### config.mk
export PLATFORM = sky130hd
export DESIGN_NAME = btpt_ctrl
export DESIGN_NICKNAME = d
export VERILOG_FILES = /design/src/rtl/btpt_pkg.sv /design/src/rtl/btpt_ctrl.sv
export SDC_FILE = /design/constraint.sdc
export NUM_CORES = 1
export LEC_CHECK = 0
export ABC_AREA = 1
export BUFFER_PORTS_ARGS = -buffer_cell sky130_fd_sc_hd__buf_2
export CORE_AREA = 2 2 39 41
export CTS_CLUSTER_SIZE = 16
export DETAILED_ROUTE_END_ITERATION = 7
export DIE_AREA = 0 0 41 43
export GPL_TIMING_DRIVEN = 0
export SLEW_MARGIN = 0
export SYNTH_ARGS = -nofsm -noshare
export SYNTH_HDL_FRONTEND = slang
export SYNTH_SLANG_ARGS = --single-unit
export TNS_END_PERCENT = 10
### constraint.sdc
create_clock -name clk -period 1.5 [get_ports clk]
set_input_delay 0.225 -clock clk [delete_from_list [all_inputs] [get_ports clk]]
set_output_delay 0.225 -clock clk [all_outputs]
set_load 0.01 [all_outputs]
### src/rtl/btpt_pkg.sv
`timescale 1ns / 1ps
package btpt_pkg;

  localparam int NODE_COUNT = 4096;
  localparam int NODE_W     = $clog2(NODE_COUNT);
  localparam int FREE_W     = NODE_W + 1;
  localparam int LINK_W     = 2 * NODE_W;
  localparam int ADDR_BITS  = 32;
  localparam int LEN_W      = 6;

  localparam logic KIND_INSERT = 1'b0;
  localparam logic KIND_SEARCH = 1'b1;

  typedef enum logic [2:0] {
    ST_INIT,
    ST_IDLE,
    ST_START,
    ST_WALK,
    ST_LINK,
    ST_FILL,
    ST_FINISH
  } state_t;

  typedef struct packed {
    logic load;
    logic clear_root;
    logic rd_root;
    logic step;
    logic miss;
    logic full;
    logic link;
    logic fill;
    logic finish;
  } cmd_t;

  typedef struct packed {
    logic level_done;
    logic child_hit;
    logic is_search;
    logic pool_full;
    logic out_busy;
  } stat_t;

endpackage

### src/rtl/btpt_ctrl.sv
`timescale 1ns / 1ps
module btpt_ctrl
  import btpt_pkg::*;
(
  input  logic  clk,
  input  logic  rst,
  input  logic  in_valid,
  output logic  in_stall,
  input  stat_t stat,
  output cmd_t  cmd
);

  state_t state;
  state_t state_next;

  always_ff @(posedge clk) begin
    if (rst) begin
      state <= ST_INIT;
    end else begin
      state <= state_next;
    end
  end

  always_comb begin
    state_next = state;
    cmd        = '0;
    in_stall   = 1'b1;
    case (state)
      ST_INIT: begin
        cmd.clear_root = 1'b1;
        state_next     = ST_IDLE;
      end
      ST_IDLE: begin
        in_stall = 1'b0;
        if (in_valid) begin
          cmd.load   = 1'b1;
          state_next = ST_START;
        end
      end
      ST_START: begin
        cmd.rd_root = 1'b1;
        state_next  = ST_WALK;
      end
      ST_WALK: begin
        if (stat.level_done) begin
          state_next = ST_FINISH;
        end else if (stat.child_hit) begin
          cmd.step = 1'b1;
        end else if (stat.is_search) begin
          cmd.miss   = 1'b1;
          state_next = ST_FINISH;
        end else if (stat.pool_full) begin
          cmd.full   = 1'b1;
          state_next = ST_FINISH;
        end else begin
          state_next = ST_LINK;
        end
      end
      ST_LINK: begin
        cmd.link   = 1'b1;
        state_next = ST_FILL;
      end
      ST_FILL: begin
        cmd.fill   = 1'b1;
        state_next = ST_WALK;
      end
      ST_FINISH: begin
        if (!stat.out_busy) begin
          cmd.finish = 1'b1;
          state_next = ST_IDLE;
        end
      end
      default: begin
        state_next = ST_INIT;
      end
    endcase
  end

endmodule

### Word level (Yosys, flattened, before mapping)

Cells that the tools add are included.

* register bits: 3

* equal/unequal tests: 9
* reductions and logical operators: 3
* multiplexer cells: 23

Operators with widths (number)
* $mux W3: 7
* $pmux W3 S6: 1
* $mux W1: 13
* $eq A3 B3 Y1 const B: 3
* $eq A3 B2 Y1 const B: 2
* $mux W2: 2
* $ne A2 B2 Y1 const B: 2
* $eq A3 B1 Y1 const B: 1
* $logic_not A3 Y1: 1
* $ne A3 B3 Y1 const B: 1
* $reduce_and A3 Y1: 1
* $reduce_or A2 Y1: 1

### Depth between registers and ports, before layout

* depth after elaboration: 5
* gate-level depth with buffers: 6
* mapped depth without buffers: 6

### Worst setup path before layout

Ideal clock, no wire load.

* path type: reg2out
* from: register state[1]
* to: output port cmd[3] in the netlist's numbering
* arrival: 0.922 ns
* cell stages (with the launch flop): 5
* buffers on the path: 0
* path slack: 0.353 ns
* data required time: 1.275 ns
* cells stage by stage: dfxtp_1 -> nand2_1 -> nor2_2 -> inv_2 -> nor3_1

RTL lines
* from (decl): RTL line btpt_ctrl.sv:13 `state_t state;`
* from (signal assigned): RTL line btpt_ctrl.sv:20 `state <= state_next;`
* to (decl): RTL line btpt_ctrl.sv:10 `output cmd_t cmd`

==> results.toml <==
[status]
status = "finished clean"

[clock_tree]
clock_sinks = 3
htree_levels = 1
ctsHoldBuffers = 0
cts_max_path_buffers = 2
clk_latency_ps = 230
clockRootBuffer = "clkbuf_4"
path_clk_slew_ps = 40
numCtsBuffers = 3
cts_tree = "done"

[placed_design]
pre_cts_ws_ps = 263
numPortBuffers = 17
hpwl_um = 529
placed_cell_area_um2 = 388
gp_congestion = 0.698

[grt]
grt_max_degree = 8
track_usage = 0.0923
first_global_vias = 274
antenna_found_initial = 0
grt_overflow = 0
grt_pass1_wl_mm = 1.05

[setup_path]
cp.arrival_ps = 1140
reg2reg_from = "state[2]"
cp-startpoint = "state[1]"
reg2reg_depth = 5
start_kind = "flip-flop"
cp_max_fo = 6
crit_path_max_incr_delay_ps = 370
r2r-end = "state[0]"
critPathSlowestCell = "dfxtp_2"
worst_ep_required_time_ps = 1270
worstPathCellList = "nand2_1 -> nor2_2 -> inv_2 -> nor3_1 -> buf_2"
ff2ff_setup_slack_ps = 470
crit_path_end = "cmd[3]"
cp-end-kind = "output pin"
critPathKind = "flip-flop to output pin"

[power_and_ir_drop]
peakVddDrop_v = 0.000399
powerDensity_nw_per_um2 = 1030
leakage_nw = 0.245

[drt]
drtPass1Iterations = 4
remaining_drc_errors = 0
top_layer = "met3"
wl_met2_um = 272
wl_met3_um = 41
antenna_left = 0
wl_per_cell_um = 7.67
drt-vias-per-instance = 4.01
wl_um = 652
drt_iter0_drc = 5
vias = 341
wl_met1_um = 338

[floorplanning]
die-width_um = 41
ioPinCount = 18
coreArea_um2 = 1380
die_area_um2 = 1760
start_util = 0.204
fp.dieH_um = 43
row_count = 14

[yosys]
synth_nets = 56
synthTopCellsByArea = "dfxtp_1, nor2_1, nand2_1, nor2_2, inv_1"
synth_top_area_share = 0.212
synth_area_per_cell_um2 = 5.89
yosys.area.top_type = "dfxtp_1"
syn_area_um2 = 283
yosys_warnings = 0
seq_area_frac_synth = 0.212
synth-seq-cells = 3
synth_cell_types = 16
synthCells = 48

[timing]
setup_violations = 0
fmax_mhz = 733
hold_viol = 0
skew_ps = 0.0794
setup_ws_ps = 136
period_share = 0.910
hold_slack_ps = 151
fin_setup_tns_ps = 0
maxSlewHeadroom = 0.831
final_max_slew_viol_count = 0
fin_crit_ps = 1360
worst_pin_slew_ps = 253
rsz0062_at_grt = "false"

[hold_path]
worst_hold_path_type = "primary input to flip-flop"
whs_path_depth = 2

[finish]
fin_util = 0.303
mostFrequentLayoutCells = "buf_2, nor2_1, nand2_1"
ff_latch_area_um2 = 65.1
area_growth_pct = 48.2
regMostFlops = "state"
final_nets = 78
num-fill-cells = 154
reg_top3 = "state: 3 flops"
multi_input_area_um2 = 178
largest_register_ffs = 3
finalInstanceArea_um2 = 419
diodes = 0
drive_gt1_frac = 0.507
mostFrequentLayoutCell = "buf_2"

[flow_run]
maxCapViolCount = 0
[what timing repair did]
action	CTS	global route
endpoints found under the setup margin	0	5
setup buffers	0	0
gates resized for setup	0	3
[routing by layer]
| layer | up-vias | global-route usage |
|---|---|---|
| met4 | 0 | 0.0600 |
| met5 | - | 0 |
| met3 | 0 | 0.0471 |
| li1 | 194 | - |
| met1 | 138 | 0.122 |
| met2 | 9 | 0.113 |
[through the flow]
step	total power, mW	cells
6_report	0.430	85
5_1_grt	0.478	85
4_1_cts	0.436	85
3_5_place_dp	0.290	81
3_3_place_gp	0.287	81
2_1_floorplan	0.231	48
[how the worst min path moves through the flow]
stage,from,endpoint,slack (ps)
after floorplan,rst,state[0],300
after CTS,rst,state[0],150
after global placement,rst,state[0],400
final,rst,state[0],150
after global routing,rst,state[0],160
after detailed placement,rst,state[0],400
[synth_stat cells]
cell type   count
nor2_1          8
nand2_1         7
inv_1           6
inv_2           4
nand3_1         4
nor2_2          4
dfxtp_1         3
nor3_1          3
nand3_2         2
a21oi_1         1
clkinvlp_4      1
nand2_2         1
nand4_1         1
nor4_1          1
nor4_2          1
o21ai_0         1
[power by group]
group | internal, mW | switching [mW] | total (mW) | leakage, nW
clock network | 0.0996 | 0.0411 | 0.141 | 0.0150
logic | 0.0649 | 0.100 | 0.165 | 0.205
registers | 0.0974 | 0.0264 | 0.124 | 0.0257
[layout make-up]
type | count | area share
Multi-Input combinational cell | 34 | 0.424
Inverter | 11 | 0.107
Tap cell | 16 | 0.0478
Clock buffer | 4 | 0.0627
Timing Repair Buffer | 17 | 0.203
Sequential cell | 3 | 0.155
[critical path: cells and delay by family, from the launching register on]
family                 cells  cell delay (ps)
DFF                        1              370
and+or+nand+nor            3              320
buffers and inverters      2              210
[cell families (layout without fill, tap and decap cells)]
logic type,Yosys count,in the layout,synth area share
AO/OA/AOI/OAI,2,2,0.0354
buffers and inverters,11,32,0.159
flip-flops,3,3,0.212
AND/OR/NAND/NOR,32,32,0.593
Power figures use the tool's default switching activity.
